### config.mk
export PLATFORM = sky130hd
export DESIGN_NAME = fractional_clock_divider_core_flat
export DESIGN_NICKNAME = d
export VERILOG_FILES = /design/src/hdl/fcd_pkg.sv /design/src/hdl/fcd_if.sv /design/src/hdl/fcd_div.sv /design/src/hdl/fractional_clock_divider_core.sv /design/src/flat_wrapper.sv
export VERILOG_INCLUDE_DIRS = /design/src /design/src/hdl
export SDC_FILE = /design/constraint.sdc
export NUM_CORES = 2
export LEC_CHECK = 0
export ABC_AREA = 1
export BUFFER_PORTS_ARGS = -buffer_cell sky130_fd_sc_hd__buf_2
export CAP_MARGIN = 0
export CORE_UTILIZATION = 35
export DETAILED_ROUTE_END_ITERATION = 16
export HOLD_SLACK_MARGIN = 0.03
export MAX_ROUTING_LAYER = met4
export PLACE_DENSITY = 0.6
export SYNTH_ARGS = -nofsm -noshare
export SYNTH_HDL_FRONTEND = slang
export SYNTH_SLANG_ARGS = --single-unit
### constraint.sdc
create_clock -name clk_i -period 12.4 [get_ports clk_i]
set_clock_uncertainty 0.1 [all_clocks]
set_input_delay 1.24 -clock clk_i [delete_from_list [all_inputs] [get_ports clk_i]]
set_output_delay 1.24 -clock clk_i [all_outputs]
set_load 0.01 [all_outputs]
### src/hdl/assert_macros.svh
// assertion helpers, clocked on clk_i and quiet while rst_ni is low
`ifndef ASSERT_MACROS_SVH
`define ASSERT_MACROS_SVH

// same-cycle implication
`define ASSERT_IMPL(label, ante, cons, msg) \
  label: assert property (@(posedge clk_i) disable iff (!rst_ni) (ante) |-> (cons)) \
    else $error(msg);

// next-cycle implication
`define ASSERT_NEXT(label, ante, cons, msg) \
  label: assert property (@(posedge clk_i) disable iff (!rst_ni) (ante) |=> (cons)) \
    else $error(msg);

`endif

### src/hdl/fcd_pkg.sv
`timescale 1ns / 1ps
`default_nettype none

package fcd_pkg;

  localparam int unsigned TimeW   = 24;
  localparam int unsigned DivW    = 13;
  localparam int unsigned PeriodW = 15;
  localparam int unsigned ValueW  = 16;
  localparam int unsigned DataW   = 32;
  localparam int unsigned AddrW   = 4;

  localparam logic [PeriodW-1:0] PeriodMin   = 15'd5;
  localparam logic [PeriodW-1:0] PeriodRst   = 15'd125;
  localparam logic [DivW-1:0]    DivideRst   = 13'd1;
  localparam logic [ValueW-1:0]  OutValueRst = 16'd1;
  // a divide write must leave at least this many ms per sub-interval
  localparam int unsigned        DivFactor   = 5;

  typedef enum logic [1:0] {
    REG_PERIOD = 2'd0,
    REG_DIVIDE = 2'd1,
    REG_VALUE  = 2'd2
  } reg_idx_e;

  typedef enum logic {
    CMD_TICK   = 1'b0,
    CMD_ENABLE = 1'b1
  } cmd_e;

  typedef enum logic {
    PORT_TICK = 1'b0,
    PORT_TOCK = 1'b1
  } port_e;

  typedef struct packed {
    logic              valid;
    logic [TimeW-1:0]  dividend;
    logic [DivW-1:0]   divisor;
    logic              restart;
  } div_req_t;

  typedef struct packed {
    logic              valid;
    logic [TimeW-1:0]  quotient;
    logic [DivW-1:0]   remainder;
    logic              restart;
  } div_res_t;

endpackage

`default_nettype wire

### src/hdl/fcd_if.sv
`timescale 1ns / 1ps
`default_nettype none

interface fcd_in_if;
  logic valid;
  logic ready;
  logic command;
  logic enable_level;

  modport source (output valid, output command, output enable_level, input ready);
  modport sink (input valid, input command, input enable_level, output ready);
endinterface

interface fcd_out_if;
  logic               valid;
  logic               ready;
  logic               port;
  logic signed [15:0] value;

  modport source (output valid, output port, output value, input ready);
  modport sink (input valid, input port, input value, output ready);
endinterface

`default_nettype wire

### src/hdl/fcd_div.sv
`timescale 1ns / 1ps
`default_nettype none
`include "assert_macros.svh"

module fcd_div import fcd_pkg::*; (
  input  wire logic     clk_i,
  input  wire logic     rst_ni,
  input  wire div_req_t req_i,
  output div_res_t      res_o,
  output logic          busy_o
);

  localparam int unsigned Steps = TimeW;

  logic [Steps:0]   vld_q;
  logic [Steps:0]   tag_q;
  logic [DivW-1:0]  dsr_q  [Steps+1];
  logic [DivW-1:0]  rem_q  [Steps+1];
  logic [TimeW-1:0] word_q [Steps+1];

  logic [DivW-1:0]  rem_d  [Steps];
  logic [TimeW-1:0] word_d [Steps];

  // one restoring step per stage, dividend bits shift out as quotient bits shift in
  for (genvar k = 0; k < Steps; k++) begin : g_step
    logic [DivW:0] trial;
    logic [DivW:0] diff;
    logic          ge;
    always_comb begin
      trial     = {rem_q[k], word_q[k][TimeW-1]};
      diff      = trial - {1'b0, dsr_q[k]};
      ge        = trial >= {1'b0, dsr_q[k]};
      rem_d[k]  = ge ? diff[DivW-1:0] : trial[DivW-1:0];
      word_d[k] = {word_q[k][TimeW-2:0], ge};
    end
  end

  always_ff @(posedge clk_i or negedge rst_ni) begin
    if (!rst_ni) begin
      vld_q <= '0;
    end else begin
      vld_q <= {vld_q[Steps-1:0], req_i.valid};
    end
  end

  always_ff @(posedge clk_i) begin
    tag_q     <= {tag_q[Steps-1:0], req_i.restart};
    dsr_q[0]  <= req_i.divisor;
    rem_q[0]  <= '0;
    word_q[0] <= req_i.dividend;
    for (int k = 0; k < Steps; k++) begin
      dsr_q[k+1]  <= dsr_q[k];
      rem_q[k+1]  <= rem_d[k];
      word_q[k+1] <= word_d[k];
    end
  end

  assign busy_o          = |vld_q;
  assign res_o.valid     = vld_q[Steps];
  assign res_o.quotient  = word_q[Steps];
  assign res_o.remainder = rem_q[Steps];
  assign res_o.restart   = tag_q[Steps];

  `ASSERT_IMPL(a_rem_below_divisor, res_o.valid, res_o.remainder < dsr_q[Steps], "remainder not below divisor")

endmodule

`default_nettype wire

### src/hdl/fractional_clock_divider_core.sv
`timescale 1ns / 1ps
`default_nettype none
`include "assert_macros.svh"

// fractional clock divider
// in_i carries one word per command: command 0 is one base clock tick, command 1
// sets the enable level from enable_level. out_o carries a word for every tick
// (port 0, full period done or divider just enabled) or tock (port 1, end of a
// sub-interval), with the value register copied into it.
// a word that produces a result shows it on out_o in the cycle after it is accepted.
// throughput: one word per cycle while in_i.ready is high; a result waiting in
// the output register is replaced in the same cycle it is taken.
// a write to period_ms or divide_count recomputes quotient and remainder in a
// 24-stage divider pipeline; in_i.ready stays low until it drains.
// when out_o stalls with a result held, in_i.ready drops until it is taken.
// reset: disabled, period 125 ms, one sub-interval, value 1, no result pending.
// apb: register i at byte address 4*i, pready tied high, no wait states.
module fractional_clock_divider_core import fcd_pkg::*; #(
  parameter int unsigned TICKS_PER_MS = 1
) (
  input  wire logic             clk_i,
  input  wire logic             rst_ni,
  fcd_in_if.sink                in_i,
  fcd_out_if.source             out_o,
  input  wire logic             psel,
  input  wire logic             penable,
  input  wire logic             pwrite,
  input  wire logic [AddrW-1:0] paddr,
  input  wire logic [DataW-1:0] pwdata,
  output logic [DataW-1:0]      prdata,
  output logic                  pready
);

  localparam logic [TimeW-1:0] Tpm     = TimeW'(TICKS_PER_MS);
  localparam logic [TimeW-1:0] TickRst = TimeW'(int'(PeriodRst) * TICKS_PER_MS);

  // configuration
  logic [PeriodW-1:0] period_q, period_d;
  logic [DivW-1:0]    divide_q, divide_d;
  logic [ValueW-1:0]  value_q, value_d;
  logic [TimeW-1:0]   tick_len_q, tick_len_d;

  // phase state
  logic               enabled_q, enabled_d;
  logic [TimeW-1:0]   sub_quot_q, sub_quot_d;
  logic [DivW-1:0]    sub_rem_q, sub_rem_d;
  logic [TimeW-1:0]   interval_q, interval_d;
  logic [TimeW-1:0]   countdown_q, countdown_d;
  logic [TimeW-1:0]   elapsed_q, elapsed_d;
  logic [TimeW-1:0]   rem_acc_q, rem_acc_d;

  // output register
  logic               out_vld_q, out_vld_d;
  logic               out_port_q, out_port_d;
  logic [ValueW-1:0]  out_val_q, out_val_d;

  div_req_t           div_req;
  div_res_t           div_res;
  logic               div_busy;

  logic               in_acc;
  logic               cfg_wr;
  reg_idx_e           cfg_idx;
  logic               emit;
  port_e              emit_port;

  logic [PeriodW-1:0] wr_period;
  logic [DivW-1:0]    wr_divide;
  logic [TimeW-1:0]   rsum;
  logic               roundup;
  logic [TimeW-1:0]   elap_sum;
  logic               full;

  assign pready    = 1'b1;
  assign cfg_wr    = psel && penable && pwrite;
  assign cfg_idx   = reg_idx_e'(paddr[AddrW-1:2]);
  assign in_i.ready = !div_busy && (!out_vld_q || out_o.ready);
  assign in_acc    = in_i.valid && in_i.ready;

  fcd_div u_div (
    .clk_i  (clk_i),
    .rst_ni (rst_ni),
    .req_i  (div_req),
    .res_o  (div_res),
    .busy_o (div_busy)
  );

  always_comb begin
    case (cfg_idx)
      REG_PERIOD: prdata = DataW'(period_q);
      REG_DIVIDE: prdata = DataW'(divide_q);
      REG_VALUE:  prdata = DataW'(value_q);
      default:    prdata = '0;
    endcase
  end

  // end-of-sub-interval arithmetic
  always_comb begin
    rsum     = rem_acc_q + TimeW'(sub_rem_q);
    roundup  = rsum >= TimeW'(divide_q);
    elap_sum = elapsed_q + interval_q;
    full     = ({1'b0, elap_sum} + (TimeW+1)'(roundup)) >= {1'b0, tick_len_q};
  end

  // configuration writes and divider launch
  always_comb begin
    period_d   = period_q;
    divide_d   = divide_q;
    value_d    = value_q;
    tick_len_d = tick_len_q;
    div_req    = '0;
    wr_period  = pwdata[PeriodW-1:0];
    wr_divide  = pwdata[DivW-1:0];
    if (wr_period < PeriodMin) begin
      wr_period = PeriodMin;
    end
    if (cfg_wr) begin
      case (cfg_idx)
        REG_PERIOD: begin
          period_d         = wr_period;
          tick_len_d       = TimeW'(wr_period) * Tpm;
          div_req.valid    = 1'b1;
          div_req.dividend = tick_len_d;
          div_req.divisor  = divide_q;
          div_req.restart  = 1'b1;
        end
        REG_DIVIDE: begin
          if (wr_divide == '0) begin
            divide_d = DivideRst;
          end else if ((18'(wr_divide) * 18'(DivFactor)) <= 18'(period_q)) begin
            divide_d = wr_divide;
          end
          div_req.valid    = 1'b1;
          div_req.dividend = tick_len_q;
          div_req.divisor  = divide_d;
          div_req.restart  = 1'b0;
        end
        REG_VALUE: begin
          value_d = pwdata[ValueW-1:0];
        end
        default: begin
        end
      endcase
    end
  end

  // phase state next value
  always_comb begin
    enabled_d   = enabled_q;
    sub_quot_d  = sub_quot_q;
    sub_rem_d   = sub_rem_q;
    interval_d  = interval_q;
    countdown_d = countdown_q;
    elapsed_d   = elapsed_q;
    rem_acc_d   = rem_acc_q;
    emit        = 1'b0;
    emit_port   = PORT_TICK;
    if (div_res.valid) begin
      sub_quot_d = div_res.quotient;
      sub_rem_d  = div_res.remainder;
      if (div_res.restart) begin
        interval_d  = div_res.quotient;
        countdown_d = div_res.quotient;
        elapsed_d   = '0;
        rem_acc_d   = '0;
      end
    end
    if (in_acc) begin
      if (in_i.command == CMD_ENABLE) begin
        if (in_i.enable_level) begin
          if (!enabled_q) begin
            enabled_d   = 1'b1;
            interval_d  = sub_quot_q;
            countdown_d = sub_quot_q;
            elapsed_d   = '0;
            rem_acc_d   = '0;
            emit        = 1'b1;
            emit_port   = PORT_TICK;
          end
        end else begin
          enabled_d = 1'b0;
        end
      end else if (enabled_q) begin
        if (countdown_q > TimeW'(1)) begin
          countdown_d = countdown_q - TimeW'(1);
        end else begin
          interval_d  = sub_quot_q + TimeW'(roundup);
          countdown_d = interval_d;
          emit        = 1'b1;
          if (full) begin
            elapsed_d = '0;
            rem_acc_d = '0;
            emit_port = PORT_TICK;
          end else begin
            elapsed_d = elap_sum;
            rem_acc_d = roundup ? rsum - TimeW'(divide_q) : rsum;
            emit_port = PORT_TOCK;
          end
        end
      end
    end
  end

  // output register, refilled in the cycle it is taken
  always_comb begin
    out_vld_d  = out_vld_q;
    out_port_d = out_port_q;
    out_val_d  = out_val_q;
    if (out_vld_q && out_o.ready) begin
      out_vld_d = 1'b0;
    end
    if (emit) begin
      out_vld_d  = 1'b1;
      out_port_d = emit_port;
      out_val_d  = value_q;
    end
  end

  always_ff @(posedge clk_i or negedge rst_ni) begin
    if (!rst_ni) begin
      period_q    <= PeriodRst;
      divide_q    <= DivideRst;
      value_q     <= OutValueRst;
      tick_len_q  <= TickRst;
      enabled_q   <= 1'b0;
      sub_quot_q  <= TickRst;
      sub_rem_q   <= '0;
      interval_q  <= '0;
      countdown_q <= '0;
      elapsed_q   <= '0;
      rem_acc_q   <= '0;
      out_vld_q   <= 1'b0;
    end else begin
      period_q    <= period_d;
      divide_q    <= divide_d;
      value_q     <= value_d;
      tick_len_q  <= tick_len_d;
      enabled_q   <= enabled_d;
      sub_quot_q  <= sub_quot_d;
      sub_rem_q   <= sub_rem_d;
      interval_q  <= interval_d;
      countdown_q <= countdown_d;
      elapsed_q   <= elapsed_d;
      rem_acc_q   <= rem_acc_d;
      out_vld_q   <= out_vld_d;
    end
  end

  always_ff @(posedge clk_i) begin
    out_port_q <= out_port_d;
    out_val_q  <= out_val_d;
  end

  assign out_o.valid = out_vld_q;
  assign out_o.port  = out_port_q;
  assign out_o.value = out_val_q;

  `ASSERT_IMPL(a_div_blocks_input, div_res.valid, !$past(in_i.ready), "word accepted while divider ran")
  `ASSERT_NEXT(a_enable_ticks, in_acc && in_i.command == CMD_ENABLE && in_i.enable_level && !enabled_q, out_vld_q && out_port_q == PORT_TICK, "enable gave no tick")
  `ASSERT_IMPL(a_disable_cause, $fell(enabled_q), $past(in_acc) && $past(in_i.command) == CMD_ENABLE && !$past(in_i.enable_level), "divider disabled without command")

endmodule

`default_nettype wire

### src/flat_wrapper.sv
// flat-port wrapper written by rule: the top's interface ports become plain ports
module fractional_clock_divider_core_flat import fcd_pkg::*;
#(
  parameter int unsigned TICKS_PER_MS = 1
)
  (clk_i, rst_ni, psel, penable, pwrite, paddr, pwdata, prdata, pready, in_i_valid, in_i_command, in_i_enable_level, in_i_ready, out_o_valid, out_o_port, out_o_value, out_o_ready);
  fcd_in_if in_i_i ();
  fcd_out_if out_o_i ();
  input  wire logic clk_i;
  input  wire logic rst_ni;
  input  wire logic psel;
  input  wire logic penable;
  input  wire logic pwrite;
  input  wire logic [AddrW-1:0] paddr;
  input  wire logic [DataW-1:0] pwdata;
  output logic [DataW-1:0] prdata;
  output logic pready;
  input wire logic [$bits(in_i_i.valid)-1:0] in_i_valid;
  input wire logic [$bits(in_i_i.command)-1:0] in_i_command;
  input wire logic [$bits(in_i_i.enable_level)-1:0] in_i_enable_level;
  output wire logic [$bits(in_i_i.ready)-1:0] in_i_ready;
  output wire logic [$bits(out_o_i.valid)-1:0] out_o_valid;
  output wire logic [$bits(out_o_i.port)-1:0] out_o_port;
  output wire logic [$bits(out_o_i.value)-1:0] out_o_value;
  input wire logic [$bits(out_o_i.ready)-1:0] out_o_ready;
  assign in_i_i.valid = in_i_valid;
  assign in_i_i.command = in_i_command;
  assign in_i_i.enable_level = in_i_enable_level;
  assign in_i_ready = in_i_i.ready;
  assign out_o_valid = out_o_i.valid;
  assign out_o_port = out_o_i.port;
  assign out_o_value = out_o_i.value;
  assign out_o_i.ready = out_o_ready;
  fractional_clock_divider_core #(.TICKS_PER_MS(TICKS_PER_MS)) u_core (.clk_i(clk_i), .rst_ni(rst_ni), .in_i(in_i_i), .out_o(out_o_i), .psel(psel), .penable(penable), .pwrite(pwrite), .paddr(paddr), .pwdata(pwdata), .prdata(prdata), .pready(pready));
endmodule
### Word-level counts from Yosys, hierarchy flattened

Memories as Yosys holds them, arrays and structs flattened. A register that Yosys moved wholly into a read port is not among the register bits.
Index checks and enable logic that the tools add are counted.

| storage, ports and cells | value |
|---|---|
| register bits after elaboration | 233 |
| RAM bits | 1250 |
| bits of input ports | 45 |
| output and inout bits | 52 |
| word-level logic and storage cells | 175 |
| memories kept | 3 |

| operators by class | value |
|---|---|
| add/sub/neg operators | 30 |
| $mul | 1 |
| $lt $le $gt $ge | 29 |
| equal/unequal tests | 2 |
| mux-type cells | 75 |
| bitwise operators | 2 |
| reductions and logical operators | 18 |

Memories:

| name | words | width | read ports | clocked after memory_dff | wr ports | line | RTL |
|---|---|---|---|---|---|---|---|
| u_core.u_div.word_q | 25 | 24 | 25 | 0 | 25 | fcd_div.sv:19 | `logic [TimeW-1:0] word_q [Steps+1];` |
| u_core.u_div.dsr_q | 25 | 13 | 24 | 0 | 25 | fcd_div.sv:17 | `logic [DivW-1:0] dsr_q [Steps+1];` |
| u_core.u_div.rem_q | 25 | 13 | 25 | 1 | 25 | fcd_div.sv:18 | `logic [DivW-1:0] rem_q [Steps+1];` |

Operators with widths:

| kind | number |
|---|---|
| 24-bit 2-to-1 mux | 35 |
| 13-bit 2-to-1 mux | 26 |
| 14-bit by 13-bit greater-or-equal comparator with 1-bit output | 24 |
| 13-bit subtractor | 24 |
| 39-bit case mux with 2 select lines | 1 |
| 16-bit case mux with 3 select lines | 1 |
| 39-bit 2-to-1 mux | 1 |
| 24-bit by 1-bit adder with 25-bit output | 1 |
| 25-bit by 15-bit greater-or-equal comparator with 1-bit output | 1 |
| 25-bit OR reduction | 1 |
| 24-bit by 1-bit adder with 24-bit output | 1 |
| 24-bit by 13-bit adder with 24-bit output | 1 |
| 24-bit adder | 1 |
| 24-bit by 13-bit greater-or-equal comparator with 1-bit output | 1 |
| 24-bit by 1-bit > comparator with 1-bit output (second input constant) | 1 |
| 24-bit by 1-bit subtractor with 24-bit output (second input constant) | 1 |
| 24-bit by 13-bit subtractor with 24-bit output | 1 |
| 16-bit by 15-bit less-or-equal comparator with 1-bit output | 1 |
| 13-bit by 3-bit multiplier with 16-bit output (second input constant) | 1 |
| 15-bit by 3-bit less-than comparator with 1-bit output (second input constant) | 1 |
| 15-bit 2-to-1 mux | 1 |
| 13-bit zero test | 1 |
| 1-bit 2-to-1 mux | 10 |
| 2-bit AND reduction | 4 |
| other kinds (9) | 16 |

### Logic depth before layout (Yosys ltp)

| depth | value |
|---|---|
| word-level depth | 9 |
| gate-level depth with buffers | 44 |
| depth with buffers taken out | 42 |

### Cells and area by module

From an unflattened synthesis, not the netlist that was laid out.

| second synthesis, totals | value |
|---|---|
| cells, all modules | 8687 |
| area total of the unflattened synthesis | 68534.5 um2 |

Modules (own cells, without submodules):

| module | times used | cells each | area each (um2) | seq. area each (um2) |
|---|---|---|---|---|
| fcd_div | 1 | 6201 | 51893.5 | 25629.6 |
| fractional_clock_divider_core | 1 | 2486 | 16641.0 | 5007.3 |

### Worst setup path after synthesis

Ideal clock, no wire load.

| path | value |
|---|---|
| kind | register -> register |
| from | register u_core.rem_acc_q[0] |
| to | register u_core.elapsed_q[5] |
| setup time | 0.066 ns |
| arrival time | 5.470 ns |
| required time | 12.234 ns |
| setup slack | 6.764 ns |
| cell stages (with the launch flop) | 41 |
| buffers on the path | 2 |
| clock period less this slack | 5.636 ns |
| path through | dfrtp_1 > ha_1 > inv_1 > fa_1 > o21ai_0 > nand2_1 > nand2_1 > a31oi_1 > xnor2_1 > ha_1 > nand2_1 > nor2_1 > nor4b_1 > nand3_1 > nand2_1 > nor2_1 > nand2_2 > buf_2 > [... 5 more ...] > nor2_4 > nand3_1 > xor2_1 > ha_1 > nand2_1 > nor2_1 > a211oi_1 > a21oi_1 > nor2_1 > nand2_1 > nor2_1 > nand2_1 > nor2_1 > nand2_1 > nor2_4 > buf_6 > nand3_1 > nand2_1 |

| on the way | value |
|---|---|
| cells in the longest elaborated chain, start to end | 9 |

RTL lines:

| what | line | RTL |
|---|---|---|
| start, declared | fractional_clock_divider_core.sv:50 | `logic [TimeW-1:0] rem_acc_q, rem_acc_d;` |
| start signal, assigned | fractional_clock_divider_core.sv:244 | `rem_acc_q <= rem_acc_d;` |
| 24-bit by 13-bit adder with 24-bit output | fractional_clock_divider_core.sv:99 | `rsum = rem_acc_q + TimeW'(sub_rem_q);` |
| 24-bit by 13-bit greater-or-equal comparator with 1-bit output | fractional_clock_divider_core.sv:100 | `roundup = rsum >= TimeW'(divide_q);` |
| 24-bit by 1-bit adder with 25-bit output | fractional_clock_divider_core.sv:102 | `full = ({1'b0, elap_sum} + (TimeW+1)'(roundup)) >= {1'b0, tick_len_q};` |
| 25-bit by 15-bit greater-or-equal comparator with 1-bit output | fractional_clock_divider_core.sv:102 |  |
| 24-bit 2-to-1 mux | fractional_clock_divider_core.sv:190 | `if (full) begin` |
| 24-bit 2-to-1 mux | fractional_clock_divider_core.sv:184 | `if (countdown_q > TimeW'(1)) begin` |
| 24-bit 2-to-1 mux | fractional_clock_divider_core.sv:183 | `end else if (enabled_q) begin` |
| 24-bit 2-to-1 mux | fractional_clock_divider_core.sv:169 | `if (in_i.command == CMD_ENABLE) begin` |
| 24-bit 2-to-1 mux | fractional_clock_divider_core.sv:168 | `if (in_acc) begin` |
| via u_core.elapsed_d[5] | fractional_clock_divider_core.sv:49 | `logic [TimeW-1:0] elapsed_q, elapsed_d;` |
| end signal, assigned | fractional_clock_divider_core.sv:243 | `elapsed_q <= elapsed_d;` |
| end, declared | fractional_clock_divider_core.sv:49 |  |

The timed path passes the listed nets, and every way through them passes these cells.
A chain may end at the register's enable or synchronous reset.

### Final worst setup path

| path | value |
|---|---|
| from | register u_core.rem_acc_q[0] |
| to | register u_core.elapsed_q[9] |

Same word-level chain as after synthesis.

==> metrics.md <==
| Metric | Value |
|---|---|
| Post-Syn Instances | `6,484` |
| Power Dens Cells | `265.1 nW/um2` |
| Most common cell after layout, fill and taps aside | `dfxtp_1` |
| Final slew viol count | `0` |
| Cell Area, Placed | `60,250 um2` |
| IO Count | `97` |
| Worst Hold Class | `flop to flop` |
| Global Route Usage Sum | `0.1685` |
| Actual slew at the worst max-slew pin | `1.202 ns` |
| Inst Count DP | `8,636` |
| Clk_lat worst skew | `0.78 ns` |
| Synth area leaders | `dfxtp_1, ha_1, dfrtp_1` |
| Hold buffer count at CTS | `0` |
| Drt first-iter violations | `2,825` |
| Worst setup path category | `flop to flop` |
| Max_cap viols | `0` |
| FF+latch area | `29,740 um2` |
| Overall power | `17.26 mW` |
| Post-CTS Resized | `0` |
| Vias in the first global route | `41,290` |
| Place WS | `5.066 ns` |
| Final Hold Vio Count | `0` |
| Mapped Avg Cell Area | `8.866 um2` |
| DP HPWL | `101,400 um` |
| Most used DFF post-synth | `dfxtp_1` |
| First drt pass iteration count | `8` |
| Max IR drop VDD | `0.0001476 V` |
| RePlAce Congestion | `0.9141` |
| DRC viols | `0` |
| Setup Viol. Count Final | `0` |
| CTS clk-pin slew, worst paths | `0.07 ns` |
| Layout cells sized above 1 | `0.06251` |
| Setup bufs post-CTS | `0` |
| Clock buffer depth | `3` |
| Leakage | `28.77 nW` |
| Vias | `42,400` |
| Largest net degree at the start of global routing | `94` |
| Synthesized flop and latch total | `1,425` |
| Routed WL | `137,100 um` |
| GRT overflow | `0` |
| Post-Syn Area | `57,490 um2` |
| Design area | `65,100 um2` |
| Initial core utilization | `0.3528` |
| RSZ-0062 raised after global routing | `no` |
| H-tree depth | `4` |
| Yosys top cell area share | `0.4193` |
| Worst endpoint required time | `13.00 ns` |
| Post-synthesis sequential area ratio | `0.5172` |
| Non-Filler Instances | `8,898` |
| DIE AREA | `165,900 um2` |
| Post-route setup TNS | `0 ns` |
| CP startpoint kind | `flop` |
| Fmax | `134.0 MHz` |
| Final Critical Period | `7.465 ns` |
| Die Wd | `407.3 um` |
| TritonCTS sink count | `1,425` |
| Crit-path most repeated cell | `nand2_1` |
| CTS tree | `built` |
| Wirelength per Cell | `15.41 um` |
| Post-synth cell types | `59` |
| Worst setup EP type | `flop` |
| Total CTS buffers | `140` |
| # fillers | `16,250` |
| Post-synth EDFFs | `17` |
| Core area | `163,000 um2` |
| Yosys warns | `0` |
| Final ANT Viol Nets | `0` |
| Critical Path Fanout Max | `40` |
| Ys async rst share | `0.1432` |
| Arrival time worst endpoint | `8.06 ns` |
| Most frequent cells in the layout | `dfxtp_1, nand2_1, inv_1` |
| Run status | `complete, no violations` |
| Area growth, synth to finish | `13.25%` |
| Fin crit share | `0.6020` |
| Cell taking the most area after synthesis | `dfxtp_1` |
| Worst Setup Slack, final | `4.935 ns` |
| Die Y | `407.3 um` |
| # nets final | `7,082` |
| First-pass GRT wire length | `219,400 um` |
| CTS root buffer | `clkbuf_16` |
| Slowest cell delay on critical path | `0.89 ns` |
| Area of the multi-input gates | `24,260 um2` |
| Critical path's slowest cell | `nor2_4` |
| Antenna violations before repair | `12` |
| Site Rows | `148` |
| Via density | `4.765` |
| IO buf count | `61` |
| Headroom to the max-slew limit | `0.1984` |
registers in the layout (all words and copies together) (netlist names), 13 cells and up:
signal,flops
u_core.countdown_q,24
u_core.divide_q,13
u_core.elapsed_q,24
u_core.interval_q,24
u_core.out_o.value,16
u_core.rem_acc_q,24
u_core.sub_quot_q,24
u_core.sub_rem_q,13
u_core.tick_len_q,15
u_core.u_div.dsr_q,312
u_core.u_div.rem_q,312
u_core.u_div.tag_q,25
u_core.u_div.vld_q,25
u_core.u_div.word_q,555
u_core.value_q,16
stage by stage:
stage               hold WS (ns)  utilization
floorplan                 0.2096            -
global placement          0.2097       0.3697
detailed placement        0.2121       0.3697
CTS                       0.2110       0.3995
global route              0.2117       0.3995
finish                    0.2098       0.3995
cell families (layout without fill, tap and decap cells):
logic type,count (synthesis),after routing,share of synthesized area
simple gates,2104,2104,0.1512
flops,1425,1425,0.5172
compound gates,1267,1267,0.1201
buf+inv,926,1140,0.06281
fa+ha+maj,434,434,0.09798
xor+xnor,306,306,0.04662
mux,20,20,0.003918
other cells,2,27,0.0001306
worst paths after layout:
| path | startpoint | to | slack [ns] | depth (start not counted) |
|---|---|---|---|---|
| worst max-delay path | u_core.rem_acc_q[0]$_DFF_PN0_ | u_core.elapsed_q[9]$_DFF_PN0_ | 4.93 | 38 |
| worst min-delay path | u_core.u_div.word_q[0][123]$_DFF_P_ | u_core.u_div.word_q[0][148]$_DFF_P_ | 0.21 | 0 |
| worst max register to register | u_core.rem_acc_q[0]$_DFF_PN0_ | u_core.elapsed_q[9]$_DFF_PN0_ | 4.93 | 38 |
| worst min register to register | u_core.u_div.word_q[0][123]$_DFF_P_ | u_core.u_div.word_q[0][148]$_DFF_P_ | 0.21 | 0 |
| max in group asynchronous | rst_ni | u_core.rem_acc_q[23]$_DFF_PN0_ | 10.18 | 2 |
| min in group asynchronous | rst_ni | u_core.out_o.valid$_DFFE_PN0P_ | 0.37 | 1 |
power breakdown:
| group | switching (mW) | internal [mW] |
|---|---|---|
| combinational | 3.90 | 2.48 |
| sequential | 0.655 | 5.85 |
| clock | 1.82 | 2.56 |
layout make-up:
| class | instances | area share |
|---|---|---|
| multi-input combinational | 4154 | 0.3727 |
| inverter | 787 | 0.04537 |
| sequential | 1425 | 0.4568 |
| timing repair buffer | 95 | 0.008744 |
| clock buffer | 200 | 0.06271 |
| antenna | 4 | 0.0001537 |
| tap | 2175 | 0.04180 |
| clock inverter | 58 | 0.01178 |
critical path: cells and delay by family, from the launching register on:
kind	cells	cell delay, ns
DFF	1	0.37
buffers and inverters	2	0.10
and+or+nand+nor	24	3.93
AOI/OAI and AO/OA	4	0.84
xor gates and xnor gates	2	0.39
adders and majority gates	6	1.63
layer usage:
metal	vias to the layer above	track usage	share of wire
met3	282	0.02658	0.054
met2	1064	0.2688	0.46
li1	21500	-	-
met5	-	-	0
met4	0	0.06527	0.034
met1	19560	0.2135	0.46
Yosys cell counts, types with 26 or more instances:
cell type,instances
clkbuf_1,78
nor3_1,29
nand4_1,48
a21oi_1,638
xnor2_1,116
dfxtp_1,1204
o211ai_1,26
xor2_1,190
dfrtp_1,190
fa_1,27
inv_1,780
o21a_1,26
o21ai_0,401
nor4_1,38
nand3_1,278
nand2_1,966
ha_1,407
buf_2,33
nor2_1,686
(Power assumes the default switching activity.)
